[config.mk]
export PLATFORM = sky130hd
export DESIGN_NAME = bzpg_front
export DESIGN_NICKNAME = d
export VERILOG_FILES = /design/src/hw/rtl/bzpg_pkg.sv /design/src/hw/rtl/bzpg_fifo.sv /design/src/hw/rtl/bzpg_front.sv
export SDC_FILE = /design/constraint.sdc
export NUM_CORES = 1
export LEC_CHECK = 0
export CORE_ASPECT_RATIO = 0.6
export CORE_MARGIN = 8
export CORE_UTILIZATION = 36
export CTS_CLUSTER_DIAMETER = 100
export CTS_CLUSTER_SIZE = 20
export DETAILED_ROUTE_END_ITERATION = 12
export DONT_BUFFER_PORTS = 1
export GPL_ROUTABILITY_DRIVEN = 0
export REMOVE_ABC_BUFFERS = 1
export SYNTH_ARGS = -nofsm -noshare
export SYNTH_HDL_FRONTEND = slang
export SYNTH_SLANG_ARGS = --single-unit
[constraint.sdc]
create_clock -name clk -period 20.4 [get_ports clk]
set_clock_uncertainty 0.2 [all_clocks]
set_input_delay 5.1 -clock clk [delete_from_list [all_inputs] [get_ports clk]]
set_output_delay 5.1 -clock clk [all_outputs]
set_load 0.01 [all_outputs]
[src/hw/rtl/bzpg_pkg.sv]
// Shared constants for the cubic Bezier point generator.
package bzpg_pkg;
	localparam int SEG_BITS = 6;
	localparam logic [SEG_BITS-1:0] SEG_RESET = 6'd10;
	localparam int MAX_SEGMENTS_DEF = 63;
	localparam int COORD_BITS_DEF = 16;
	localparam int SQ_BITS = 2 * SEG_BITS;
	localparam int N3_BITS = 3 * SEG_BITS;
	localparam int W_BITS = N3_BITS + 2;
endpackage

[src/hw/rtl/bzpg_fifo.sv]
// Two-entry queue between the front and back sections.
module bzpg_fifo #(
	parameter int WIDTH = 8
) (
	input  logic             clk,
	input  logic             arst_n,
	input  logic             push,
	input  logic [WIDTH-1:0] push_data,
	output logic             full,
	input  logic             pop,
	output logic             not_empty,
	output logic [WIDTH-1:0] pop_data
);
	logic [WIDTH-1:0] mem_q [2];
	logic             wr_q;
	logic             rd_q;
	logic [1:0]       cnt_q;

	assign full = (cnt_q == 2'd2);
	assign not_empty = (cnt_q != 2'd0);
	assign pop_data = mem_q[rd_q];

	always_ff @(posedge clk or negedge arst_n) begin
		if (!arst_n) begin
			wr_q <= 1'b0;
			rd_q <= 1'b0;
			cnt_q <= 2'd0;
		end else begin
			if (push) begin
				wr_q <= ~wr_q;
			end
			if (pop) begin
				rd_q <= ~rd_q;
			end
			if (push && !pop) begin
				cnt_q <= cnt_q + 2'd1;
			end else if (pop && !push) begin
				cnt_q <= cnt_q - 2'd1;
			end
		end
	end

	always_ff @(posedge clk) begin
		if (push) begin
			mem_q[wr_q] <= push_data;
		end
	end
endmodule

[src/hw/rtl/bzpg_front.sv]
// Front section: accept curve items, clamp the segment count, queue them.
module bzpg_front #(
	parameter int COORD_BITS = bzpg_pkg::COORD_BITS_DEF,
	parameter int MAX_SEGMENTS = bzpg_pkg::MAX_SEGMENTS_DEF
) (
	input  logic                                       clk,
	input  logic                                       arst_n,
	input  logic                                       in_valid,
	output logic                                       in_stall,
	input  logic [12*COORD_BITS-1:0]                   in_pts,
	input  logic [bzpg_pkg::SEG_BITS-1:0]              segments,
	input  logic                                       q_pop,
	output logic                                       q_not_empty,
	output logic [12*COORD_BITS+bzpg_pkg::SEG_BITS-1:0] q_data
);
	localparam int QW = 12 * COORD_BITS + bzpg_pkg::SEG_BITS;
	localparam logic [bzpg_pkg::SEG_BITS-1:0] NMAX = bzpg_pkg::SEG_BITS'(MAX_SEGMENTS);

	logic                          full;
	logic                          push;
	logic [bzpg_pkg::SEG_BITS-1:0] n_eff;

	always_comb begin
		priority if (segments == '0) begin
			n_eff = bzpg_pkg::SEG_BITS'(1);
		end else if (segments > NMAX) begin
			n_eff = NMAX;
		end else begin
			n_eff = segments;
		end
	end

	assign in_stall = full;
	assign push = in_valid && !full;

	bzpg_fifo #(.WIDTH(QW)) u_fifo (
		.clk(clk),
		.arst_n(arst_n),
		.push(push),
		.push_data({n_eff, in_pts}),
		.full(full),
		.pop(q_pop),
		.not_empty(q_not_empty),
		.pop_data(q_data)
	);
endmodule

* Yosys cells after proc, flatten, opt, wreduce, memory -nomap -nowiden *
Memory sizes are Yosys's and may differ from the RTL's.
Index checks and enable logic that the tools add are counted.

word-level totals
  word-level logic and storage cells = 25
  register bits = 4
  memories = 1
  output and inout bits = 200
  bits in writable memories = 396
  bits of input ports = 202

memories
  name          words  width  read ports  clocked after memory_dff  write ports  RTL line         source
  u_fifo.mem_q  2      198    1           0                         1            bzpg_fifo.sv:14  logic [WIDTH-1:0] mem_q [2];

operators by class
  equality and inequality tests = 1
  bitwise logic cells = 2
  magnitude comparators = 1
  add/subtract/negate cells = 2
  reductions and logical operators = 9
  mux-type cells = 6

operators by type and width
  operator                                                            number
  6-bit 2-to-1 mux                                                    2
  6-bit greater-than comparator, second input constant                1
  6-bit logical NOT                                                   1
  2-bit 2-to-1 mux                                                    2
  2-bit nonzero test                                                  2
  1-bit logical AND                                                   3
  1-bit logical NOT                                                   3
  2-bit by 1-bit adder with 2-bit output, second input constant       1
  2-bit equality test, second input constant                          1
  1-bit 2-to-1 mux                                                    2
  1-bit NOT                                                           2
  2-bit by 1-bit subtractor with 2-bit output, second input constant  1

* Depth between registers and ports, before layout *
  depth in word-level cells = 7
  depth in mapped cells = 7
  mapped depth without buffers = 7

* Cells and area by module *
A second synthesis with hierarchy kept.

second synthesis, totals
  cells, all modules = 640
  area, all modules = 14929.3 µm²

by module, submodules not included
  module      cells each  sequential area each (µm²)  instances  area each (µm²)
  bzpg_fifo   632         11991.5                     1          14883.0
  bzpg_front  8           0.0                         1          46.3

* Worst setup path after synthesis *
Ideal clock, no wire load.

  kind = input to register
  start = input in_valid
  end = memory u_fifo.mem_q[0][0] (netlist bit) (enable)
  library setup time = 0.759 ns
  buffers on the path = 0
  arrival time = 13.398 ns
  stages on the path = 2
  data required time = 19.441 ns
  slack = 6.043 ns
  cells stage by stage = nand2_1 > nor2_1

between the ends
  word-level cells in the longest chain between the ends = 3

ends and longest elaborated chain
  item                                    RTL line          source
  start, declared                         bzpg_front.sv:8   input logic in_valid,
  1-bit logical AND                       bzpg_front.sv:34  assign push = in_valid && !full;
  1-bit 2-to-1 mux                        bzpg_fifo.sv:44   if (push) begin
  1-bit 2-to-1 mux (implied by the code)  bzpg_fifo.sv:45   mem_q[wr_q] <= push_data;
  end, declared                           bzpg_fifo.sv:14

No other way between the ends.

* Worst setup path after layout *
  start = register u_fifo.rd_q
  end = output q_data[172] (netlist bit)

between the ends
  word-level cells in the longest chain between the ends = 1

ends and longest elaborated chain
  item                     RTL line          source
  start, declared          bzpg_fifo.sv:16   logic rd_q;
  start signal, assigned   bzpg_fifo.sv:33   rd_q <= ~rd_q;
  memory read 2 x 198 bit  -
  end, declared            bzpg_front.sv:14  output logic [12*COORD_BITS+bzpg_pkg::SEG_BITS-1:0] q_data

No other way between the ends.

==> results.json <==
{
  "hold_slack_ns": 0.3052,
  "crit_start": "u_fifo.rd_q$_DFFE_PN0P_",
  "async_reset_ff_share_pct": 1.000,
  "maxSlewViolCount": 0,
  "r2r_cells": 3,
  "yosys-top-cells-count": "396 x edfxtp_1, 100 x mux2_4, 98 x mux2_2",
  "drive_above_1_share_pct": 35.52,
  "rsz0062_at_grt": "false",
  "clock_latency_ns": 0.55,
  "synthCells": 642,
  "place_hpwl_um": 21400,
  "min_path_type": "reg2reg",
  "max_freq_mhz": 113.5,
  "htreeDepth": 1,
  "place_inst": 1153,
  "core_area_mm2": 0.04065,
  "wl_per_cell_um": 25.03,
  "cts_tree": "yes",
  "max_cap_violations": 0,
  "portBuffers": 0,
  "start_util_pct": 36.72,
  "worstPathArrival_ns": 3.51,
  "min_period_ns": 8.811,
  "vias": 5720,
  "syn_to_final_growth_pct": 7.713,
  "hp-start": "u_fifo.cnt_q[1]$_DFFE_PN0P_",
  "final.period_utilization_pct": 43.19,
  "whs_endpoint": "u_fifo.cnt_q[1]$_DFFE_PN0P_",
  "setup_violations": 0,
  "cts_setup_buffers": 0,
  "ios": 402,
  "antennaDiodeCount": 0,
  "antenna_found_initial": 0,
  "holdPathStages": 1,
  "synth.most_common_cell": "edfxtp_1",
  "grtUsageTotal_pct": 11.52,
  "cts_made_buffers": 23,
  "tightest_slew_ns": 1.123,
  "critPathLaunchType": "flip-flop",
  "peakVddDrop_uv": 75.37,
  "hold_violations": 0,
  "nets": 850,
  "r2r-end": "u_fifo.mem_q[1][83]$_DFFE_PP_",
  "clk_path_buf_depth": 3,
  "cts_sinks": 400,
  "ys_ff_latch": 400,
  "ctsHoldBuffers": 0,
  "synth_top_area_share_pct": 79.67,
  "instances_no_fill": 1187,
  "rr_startpoint": "u_fifo.cnt_q[0]$_DFFE_PN0P_",
  "status": "completed",
  "end_kind": "output port",
  "cts_resized": 0,
  "std_cell_rows": 57,
  "via_per_inst": 4.819,
  "avgSynthCellArea_um2": 23.25,
  "die_area_mm2": 0.04845,
  "grt_pass1_vias": 6109,
  "final.setup.tns_ns": 0,
  "required_ns": 15.10,
  "first_pass_iters": 4,
  "r2r_slack_ns": 17.42,
  "yosysSeqAreaShare_pct": 80.34,
  "clk_pin_slew_ns": 0.08,
  "syn_area_mm2": 0.01493,
  "slew_headroom_pct": 25.10,
  "drc_errors": 0,
  "synth_top_flop_cell": "edfxtp_1",
  "final_util_pct": 39.55,
  "crit_type": "reg2out",
  "ant_nets": 0,
  "gr-total-overflow": 0,
  "chipWidth_um": 278.9,
  "p_leak_nw": 5.332,
  "die_height_um": 173.7,
  "crit_fanout": 66,
  "cts_root_buffer": "clkbuf_16",
  "drt-initial-drc-count": 335,
  "synth_area_leaders": "edfxtp_1 80%, mux2_4 10%, mux2_2 7.4%",
  "wl_um": 29720,
  "grt_max_degree": 141,
  "power_per_cell_area_mw_per_mm2": 141.8,
  "ys_warn_count": 0,
  "synth_cell_type_count": 18,
  "fin_total_pwr_mw": 2.280,
  "yosysTopAreaCell": "edfxtp_1",
  "grt_pass1_wl_um": 42500,
  "synth_edf_count": 396
}
worst max-delay path: stages (launching register included):
cell and delay, ns:
dfrtp_4 0.78, buf_4 0.63, buf_4 0.91, mux2_2 0.47
flip-flops by register name, summed over array words and instances, names as in the netlist:
| name | count |
|---|---|
| u_fifo.mem_q | 396 |
| u_fifo.wr_q | 1 |
| u_fifo.rd_q | 1 |
| u_fifo.cnt_q | 2 |
per-stage QoR:
stage	area, um2	setup WS (ns)
floorplan	14710	6.043
global placement	15450	12.27
detailed placement	15450	12.15
CTS	16080	11.53
global route	16080	11.37
finish	16080	11.59
layout make-up:
cell class	count	area, um2
Clock buffer	33	613.1
Inverter	3	11.26
Sequential cell	400	12000
Multi-Input combinational cell	212	2719
Tap cell	531	664.4
Clock inverter	1	8.758
Timing Repair Buffer	7	65.06
Fill cell	3555	24570
kinds of logic after synthesis:
| group | synth area share (%) |
|---|---|
| muxes | 17.45 |
| and+or+nand+nor | 0.2516 |
| buffers and inverters | 1.526 |
| xor gates and xnor gates | 0.2935 |
| AOI/OAI and AO/OA | 0.05032 |
| DFF | 80.34 |
| adders and majority gates | 0.08382 |
layout by cell type (no fill, tap or decap), drive strengths merged:
cell    count
nand2       1
buf         7
or4         1
xnor2       2
or2         1
inv         4
clkbuf     33
nor2        2
xor2        3
ha          1
and3        1
nand2b      1
mux2      198
o21bai      1
dfrtp       4
edfxtp    396
how the worst max path moves through the flow:
stage               cells after the start  slack [ns]                           end
floorplan                               2        6.04  u_fifo.mem_q[0][0]$_DFFE_PP_
global placement                        3       12.27                   q_data[172]
detailed placement                      3       12.15                     q_data[4]
CTS                                     3       11.53                     q_data[4]
global route                            3       11.37                   q_data[172]
finish                                  3       11.59                   q_data[172]
report_power, final:
part           internal [mW]  switching, mW
sequential              1.12         0.0594
combinational          0.268          0.382
clock                  0.209          0.237
routing by layer:
metal | track usage (%) | wire length, um | up-vias
met2 | 19.82 | 14670 | 231
li1 | - | - | 2530
met1 | 12.23 | 10730 | 2926
met3 | 6.815 | 3797 | 33
met5 | 0 | 0 | -
met4 | 2.189 | 524 | 0
Note: power is estimated with default switching activity, not from simulation.
